===== config.mk =====
export PLATFORM = sky130hd
export DESIGN_NAME = fpst_ctrl
export DESIGN_NICKNAME = d
export VERILOG_FILES = /design/src/rtl/core/fpst_pkg.sv /design/src/rtl/core/fpst_ctrl.sv
export SDC_FILE = /design/constraint.sdc
export NUM_CORES = 1
export LEC_CHECK = 0
export BUFFER_PORTS_ARGS = -buffer_cell sky130_fd_sc_hd__clkbuf_2
export CAP_MARGIN = 10
export CELL_PAD_IN_SITES_DETAIL_PLACEMENT = 0
export CELL_PAD_IN_SITES_GLOBAL_PLACEMENT = 1
export CORE_AREA = 8 8 45 47
export CTS_CLUSTER_DIAMETER = 120
export DETAILED_ROUTE_END_ITERATION = 12
export DIE_AREA = 0 0 53 55
export PLACE_DENSITY = 0.49
export SLEW_MARGIN = 10
export SYNTH_ARGS = -nofsm -noshare
export SYNTH_HDL_FRONTEND = slang
export SYNTH_SLANG_ARGS = --single-unit

===== constraint.sdc =====
create_clock -name clock -period 3.9 [get_ports clock]
set_input_delay 0.78 -clock clock [delete_from_list [all_inputs] [get_ports clock]]
set_output_delay 0.78 -clock clock [all_outputs]
set_load 0.02 [all_outputs]

===== src/rtl/core/fpst_pkg.sv =====
// fpst_pkg: shared constants, codes and types of the prefix sum table core
// depends on nothing; imported by every module under rtl/core
package fpst_pkg;

   // table geometry
   localparam int TABLE_DEPTH = 1024;
   localparam int ADDR_W      = $clog2(TABLE_DEPTH);

   // field widths fixed by the interface
   localparam int DATA_W  = 32;
   localparam int INDEX_W = 10;
   localparam int LIMIT_W = 11;

   // walk position: one bit above the index so an upward step never wraps
   localparam int POS_W = INDEX_W + 1;

   localparam logic [LIMIT_W-1:0] LIMIT_RESET = LIMIT_W'(1024);
   localparam logic [LIMIT_W-1:0] BOUND_MAX   = LIMIT_W'(TABLE_DEPTH);

   // operation codes
   localparam logic OP_ADD   = 1'b0;
   localparam logic OP_QUERY = 1'b1;

   typedef enum logic [1:0] {
      ST_CLEAR,
      ST_IDLE,
      ST_WALK,
      ST_RESP
   } state_type;

   // controller to datapath
   typedef struct packed {
      logic clear;
      logic load;
      logic step;
      logic rsp_load;
   } cmd_type;

   // datapath to controller
   typedef struct packed {
      logic clear_last;
      logic walk_live;
      logic op_query;
      logic rsp_free;
   } status_type;

endpackage


===== src/rtl/core/fpst_ctrl.sv =====
// fpst_ctrl: sequencer for clearing pass, accept, tree walk and response
// depends on fpst_pkg
module fpst_ctrl (
   input  logic                clock,
   input  logic                reset,
   input  logic                req_valid,
   output logic                req_stall,
   input  fpst_pkg::status_type status,
   output fpst_pkg::cmd_type    cmd
);
   import fpst_pkg::*;

   state_type state_ff;
   state_type state_in;

   always_ff @(posedge clock) begin
      if (reset) begin
         state_ff <= ST_CLEAR;
      end else begin
         state_ff <= state_in;
      end
   end

   // next state
   always_comb begin
      state_in = state_ff;
      unique case (state_ff)
         ST_CLEAR: begin
            if (status.clear_last) state_in = ST_IDLE;
         end
         ST_IDLE: begin
            if (req_valid) state_in = ST_WALK;
         end
         ST_WALK: begin
            if (!status.walk_live) state_in = status.op_query ? ST_RESP : ST_IDLE;
         end
         ST_RESP: begin
            if (status.rsp_free) state_in = ST_IDLE;
         end
         default: state_in = ST_CLEAR;
      endcase
   end

   // outputs
   always_comb begin
      cmd       = '0;
      req_stall = 1'b1;
      unique case (state_ff)
         ST_CLEAR: begin
            cmd.clear = 1'b1;
         end
         ST_IDLE: begin
            req_stall = 1'b0;
            cmd.load  = req_valid;
         end
         ST_WALK: begin
            cmd.step = 1'b1;
         end
         ST_RESP: begin
            cmd.rsp_load = status.rsp_free;
         end
         default: begin
            cmd = '0;
         end
      endcase
   end

   // once the clearing pass is over it never comes back
   a_clear_once: assert property (@(posedge clock) disable iff (reset)
      state_ff != ST_CLEAR |=> state_ff != ST_CLEAR)
      else $error("clearing pass re-entered");

endmodule


==> metrics.txt, run 1 <==
status finished, final reports clean; Startpoint Class flop; total CTS buffers 3; Starting Density 14.2%; die width 53 um; Worst-Skew Late Latency 220 ps; Total Power 0.163 mW; largest register by flop count state_ff; mux contribution to synthesized area 12.7%; Cell Chain, Critical Path inv_1 -> ha_1 -> and2_2 -> clkbuf_2; max cap viols 0; vias 188; Layout Cells excl Fill 52; placed instance count 49; vias in the first global route 184; proportion of layout cells with a drive suffix above 1 50.0%; final core utilization 21.2%; Slowest cell on crit path dfxtp_1; IO Count 12; cts repair resizes 0; CP Depth 4; Seq/Total Area, Yosys 20.4%; Post-synth ARST share 0%; gr ovfl total 0; Top FF cell, synth dfxtp_1; Routed WL per cell 9.60 um; Final TNS setup 0 ps; max incr delay on CP 380 ps; clk root buf clkbuf_4; Die Y 55 um; crit-path leading delay family flip-flops; Final WS setup 1870 ps; Commonest cells post-synth 4 x ha_1, 3 x nand2b_1, 2 x dfxtp_1, 2 x inv_1, 2 x nor2_1; Buffers on Ports 11; EDFF count, synth 0; count of unique library cells instantiated by Yosys 14; area leader, netlist ha_1; Pre-Repair DR Iteration Count 4; filler instances 156; pin count of the biggest net entering global routing 5; Worst-Margin Slew 161 ps; max reg flops 2; Yosys reg bits 2; CTS tree built; Synth Area in Compound Gates 8.92%; pwr/cell area 553 mW/mm^2; die area 0.00292 mm^2; WL final 499 um; post-synthesis adder-cell area fraction 25.5%; initial drt markers 3; # rows 14; H-tree level count 1; Inserted Diodes 0; CP Max Fanout 4; most numerous cell in the Yosys netlist ha_1; yosys warns 0; Tot GR Track Use 4.15%; Max Clock Skew 0.533 ps; WP data arrival 1250 ps; Worst IR Drop VDD 0.207 mV; DRT antenna net count 0; main combinational cell family by area after synthesis simple AND/OR/NAND/NOR gates; clock tree buffer depth 2; Area contributors post-synth ha_1 25%, dfxtp_1 20%, nand2b_1 9.6%; Yosys top cell area share 25.5%; CP Class flop to output pin; DP HPWL 433 um; Min-Delay Path Class flop to flop; core area 0.00138 mm^2; Top Registers state_ff: 2 flops; final setup fails 0; gate count after technology mapping 22; XOR/XNOR share of the synthesized area 0%; clock-pin slew on the worst setup and hold paths 30 ps; setup repair bufs after CTS 0; CP bufs+invs 2; Peak Freq 493 MHz; slew margin rel. 89.2%; Syn Std Cell Area 196 um^2; hold path cells 2; Fin. Hold Viols 0; Worst EP required 3120 ps; Period minus WS final 2030 ps; # clock sinks 2; multi-input logic area 145 um^2; synthesis-to-finish area growth 49.7%; via density per instance 3.62; R2R depth 5; antenna violations before repair 0; Synth Area in Simple Gates 26.8%; CTS Hold Bufs 0; fin crit share 52.0%; Final Max Slew Viols 0; RSZ-0062 raised after global routing no; pre-CTS setup slack 1930 ps; first-pass GRT wire length 807 um; Leak 0.150 nW; Final GP Congestion 0.704; crit path capture type output pin; drt drc 0; nets 49; FF/Latch Area 40.0 um^2; average size of a mapped cell 8.93 um^2; Net Count, Synth 33
## power by group
group / switching (mW) / leakage (nW) / internal (mW)
sequential: 0.00479 / 0.0164 / 0.0263
combinational: 0.0482 / 0.120 / 0.0378
clock: 0.0115 / 0.0138 / 0.0339
## stage by stage
| step | hold slack (ps) | instance area [um^2] |
|---|---|---|
| after detailed placement | 525 | 272 |
| after global placement | 533 | 272 |
| after global routing | 536 | 294 |
| final | 523 | 294 |
| after floorplan | 481 | 196 |
| after CTS | 529 | 294 |
## per-layer routing
metal | part of all wire (%) | track usage (%) | vias to the layer above
met1 | 51 | 4.69 | 75
met2 | 28 | 4.10 | 12
met3 | 21 | 4.81 | 0
met4 | 0 | 2.59 | 0
li1 | - | - | 101
met5 | 0 | 0 | -
## placed cells by master (no fill, tap or decap)
cell,instances
clkbuf_2,11
ha_1,4
nand2b_1,3
clkbuf_4,3
inv_1,2
nor2_1,2
dfxtp_1,2
inv_2,1
and2_1,1
and2_2,1
nand2_1,1
o2111a_2,1
mux2_4,1
a21oi_1,1
or3b_1,1
mux2i_1,1
## tightest hold or removal path, cell delays in order (launching register included)
cell      delay [ps]
dfxtp_1          340
nand2b_1          80
mux2i_1           50
## cell type report
cell class	instances	area share (%)
clock buffers	3	7.66
inverters	3	3.83
multi-input cells	17	49.4
flip-flops and latches	2	13.6
well taps	16	6.81
repair buffers	11	18.7
## cell families after synthesis
group	after synthesis
multiplexers	2
adder cells (fa/ha/maj)	4
AO/OA/AOI/OAI	2
flip-flops	2
buffers and inverters	3
AND/OR/NAND/NOR	9
## path summary, 6_finish.rpt
check | end | start | slack [ps]
worst min register to register | state_ff[1]$_SDFFE_PP0P_ | state_ff[1]$_SDFFE_PP0P_ | 520
worst min-delay path | state_ff[1]$_SDFFE_PP0P_ | state_ff[1]$_SDFFE_PP0P_ | 520
worst max register to register | state_ff[0]$_SDFFE_PP0P_ | state_ff[1]$_SDFFE_PP0P_ | 2480
worst max-delay path | cmd[2] | state_ff[1]$_SDFFE_PP0P_ | 1870
Power figures use the tool's default switching activity.
==> run 2: changes to the inputs <==
==> constraint.sdc (replaced) <==
create_clock -name clock -period 1.9 [get_ports clock]
set_input_delay 0.38 -clock clock [delete_from_list [all_inputs] [get_ports clock]]
set_output_delay 0.38 -clock clock [all_outputs]
set_load 0.02 [all_outputs]
==> metrics.txt, run 2 (synthesis gave the netlist of run 1 again) <==
status finished, final reports clean; Routed WL per cell 10.0 um; WP data arrival 1230 ps; max incr delay on CP 370 ps; synthesis-to-finish area growth 49.7%; proportion of layout cells with a drive suffix above 1 50.0%; final setup fails 0; die area 0.00292 mm^2; Period minus WS final 1610 ps; Max Clock Skew 2.28 ps; fin crit share 84.6%; Buffers on Ports 11; CP Class flop to output pin; Peak Freq 622 MHz; Worst IR Drop VDD 0.390 mV; drt drc 0; core area 0.00138 mm^2; pin count of the biggest net entering global routing 5; gr ovfl total 0; pwr/cell area 1140 mW/mm^2; slew margin rel. 92.1%; WL final 520 um; Layout Cells excl Fill 52; Worst-Skew Late Latency 230 ps; CTS tree built; Total Power 0.335 mW; Worst EP required 1520 ps; Tot GR Track Use 4.04%; Starting Density 14.2%; DRT antenna net count 0; # rows 14; Slowest cell on crit path dfxtp_1; Die Y 55 um; Fin. Hold Viols 0; H-tree level count 1; CP Max Fanout 4; CP bufs+invs 2; Pre-Repair DR Iteration Count 2; placed instance count 49; Cell Chain, Critical Path inv_1 -> ha_1 -> and2_2 -> clkbuf_2; fin area 294 um^2; initial drt markers 4; max cap viols 0; Startpoint Class flop; antenna violations before repair 0; nets 49; Final WS setup 292 ps; cts repair resizes 0; pre-CTS setup slack 485 ps; vias 200; clock-pin slew on the worst setup and hold paths 30 ps; crit path capture type output pin; total CTS buffers 3; Leak 0.150 nW; clk root buf clkbuf_4; Final Max Slew Viols 0; internal reg-to-reg setup slack 510 ps; Placement Cell Area 272 um^2; first-pass GRT wire length 814 um; CTS Hold Bufs 0; Final TNS setup 0 ps; Final GP Congestion 0.689; crit-path leading delay family flip-flops; DP HPWL 450 um; IO Count 12; Top Registers state_ff: 2 flops; clock tree buffer depth 2; die width 53 um; via density per instance 3.85; # clock sinks 2; vias in the first global route 187; setup repair bufs after CTS 0; Worst-Margin Slew 115 ps; commonest cells after routing, fill and taps aside 11 x clkbuf_2, 4 x ha_1, 3 x nand2b_1, 3 x clkbuf_4; largest register by flop count state_ff; commonest non-fill, non-tap cell in the layout clkbuf_2; RSZ-0062 raised after global routing no; max reg flops 2; Min-Delay Path Class input pin to flop; Inserted Diodes 0
==> run 2: routing by layer <==
metal,routed length (um),GRT usage (%),vias to the layer above
met4,0,1.29,0
met5,0,0,-
met3,121,5.35,0
met1,231,3.78,85
li1,-,-,101
met2,167,5.08,14
==> run 2: final timing paths <==
path	from	to	depth (start not counted)
setup / recovery	state_ff[1]$_SDFFE_PP0P_	cmd[2]	4
hold / removal	reset	state_ff[1]$_SDFFE_PP0P_	3
setup reg to reg	state_ff[1]$_SDFFE_PP0P_	state_ff[0]$_SDFFE_PP0P_	5
hold reg to reg	state_ff[1]$_SDFFE_PP0P_	state_ff[1]$_SDFFE_PP0P_	2
==> run 2: worst register-to-register path, stage by stage, from the launching register on <==
cell	delay (ps)
dfxtp_1	370
inv_1	80
ha_1	230
inv_2	70
o2111a_2	240
mux2_4	290
==> run 2: area by class of cell <==
| cell class | count | area [um^2] |
|---|---|---|
| Clock buffer | 3 | 22.5 |
| Fill cell | 161 | 1090 |
| Inverter | 3 | 11.3 |
| Multi-Input combinational cell | 17 | 145 |
| Sequential cell | 2 | 40.0 |
| Tap cell | 16 | 20.0 |
| Timing Repair Buffer | 11 | 55.1 |
==> run 2: power breakdown <==
group | total [mW] | switching (mW) | internal, mW
clock network | 0.0950 | 0.0253 | 0.0697
logic | 0.176 | 0.0973 | 0.0783
registers | 0.0642 | 0.0102 | 0.0540
==> run 2: metrics by stage <==
stage                     hold slack, ps  util (%)
after floorplan                      481         -
after global placement               540      19.6
after detailed placement             534      19.6
after CTS                            476      21.2
after global routing                 494      21.2
final                                471      21.2
==> run 3: changes to the inputs <==
==> constraint.sdc (replaced) <==
create_clock -name clock -period 1.7 [get_ports clock]
set_input_delay 0.34 -clock clock [delete_from_list [all_inputs] [get_ports clock]]
set_output_delay 0.34 -clock clock [all_outputs]
set_load 0.02 [all_outputs]
==> metrics.txt, run 3 (synthesis gave the netlist of run 1 again) <==
Peak Freq 636 MHz; # clock sinks 2; DP HPWL 448 um; Pre-Repair DR Iteration Count 1; Worst EP required 1360 ps; Die Y 55 um; Leak 0.150 nW; max cap viols 0; nets 49; first-pass GRT wire length 710 um; Starting Density 14.2%; Final TNS setup 0 ps; clock-pin slew on the worst setup and hold paths 30 ps; antenna violations before repair 0; RSZ-0062 raised after global routing no; largest register by flop count state_ff; final setup fails 0; WL final 505 um; Worst IR Drop VDD 0.407 mV; Tot GR Track Use 3.44%; drt drc 0; pin count of the biggest net entering global routing 5; setup repair bufs after CTS 0; CP Max Fanout 4; cts repair resizes 0; CTS Hold Bufs 0; Max Clock Skew 0.449 ps; clk root buf clkbuf_4; gr ovfl total 0; Period minus WS final 1570 ps; slew margin rel. 89.7%; pre-CTS setup slack 294 ps; Total Power 0.373 mW; Final Max Slew Viols 0; via density per instance 3.71; vias 193; CTS tree built; Worst-Margin Slew 155 ps; commonest non-fill, non-tap cell in the layout clkbuf_2; Routed WL per cell 9.71 um; pwr/cell area 1270 mW/mm^2; Worst-Skew Late Latency 220 ps; vias in the first global route 167; Inserted Diodes 0; crit-path leading delay family flip-flops; total CTS buffers 3; WP data arrival 1230 ps; die area 0.00292 mm^2; core area 0.00138 mm^2; clock tree buffer depth 2; max reg flops 2; Final GP Congestion 0.670; Fin. Hold Viols 0; Startpoint Class flop; proportion of layout cells with a drive suffix above 1 50.0%; Final WS setup 128 ps; Cell Chain, Critical Path inv_1 -> ha_1 -> and2_2 -> clkbuf_2; filler instances 153; crit path capture type output pin; IO Count 12; synthesis-to-finish area growth 49.7%; Buffers on Ports 11; max incr delay on CP 370 ps; Top Registers state_ff: 2 flops; fin crit share 92.5%; Min-Delay Path Class input pin to flop; initial drt markers 0; commonest cells after routing, fill and taps aside 11 x clkbuf_2, 4 x ha_1, 3 x nand2b_1, 3 x clkbuf_4; DRT antenna net count 0; Slowest cell on crit path dfxtp_1; H-tree level count 1; CP bufs+invs 2; CP Class flop to output pin; # rows 14; status finished, final reports clean; die width 53 um
## run 3: routing by layer
layer	global-route usage (%)	up-vias	routed length, um
li1	-	101	-
met2	3.91	12	146
met1	3.64	80	254
met5	0	-	0
met3	4.28	0	105
met4	1.29	0	0
## run 3: area by class of cell
class / instances / area [um^2] / share of cell area (%)
Clock buffer: 3 / 22.5 / 7.66
Tap cell: 16 / 20.0 / 6.81
Sequential cell: 2 / 40.0 / 13.6
Multi-Input combinational cell: 17 / 145 / 49.4
Timing Repair Buffer: 11 / 55.1 / 18.7
Inverter: 3 / 11.3 / 3.83
## run 3: final timing paths
kind	slack, ps	endpoint	cells after the start	start
worst max-delay path	130	cmd[2]	4	state_ff[1]$_SDFFE_PP0P_
worst min-delay path	440	state_ff[1]$_SDFFE_PP0P_	3	reset
worst max register to register	290	state_ff[0]$_SDFFE_PP0P_	5	state_ff[1]$_SDFFE_PP0P_
worst min register to register	520	state_ff[1]$_SDFFE_PP0P_	2	state_ff[1]$_SDFFE_PP0P_
## run 3: report_power, final
| part | leakage (nW) | internal, mW | switching (mW) |
|---|---|---|---|
| Sequential | 0.0164 | 0.0604 | 0.0108 |
| Combinational | 0.120 | 0.0881 | 0.112 |
| Clock | 0.0138 | 0.0776 | 0.0244 |
## run 3: through the flow
stage	utilization (%)	hold slack [ps]	cells	cell area, um^2
after global routing	21.2	453	52	294
final	21.2	440	52	294
after CTS	21.2	434	52	294
after global placement	19.6	515	49	272
after floorplan	-	481	22	196
after detailed placement	19.6	516	49	272
## run 3: worst min-delay path: stages
cell      delay, ps
clkbuf_2        110
nand2b_1        100
mux2i_1          60
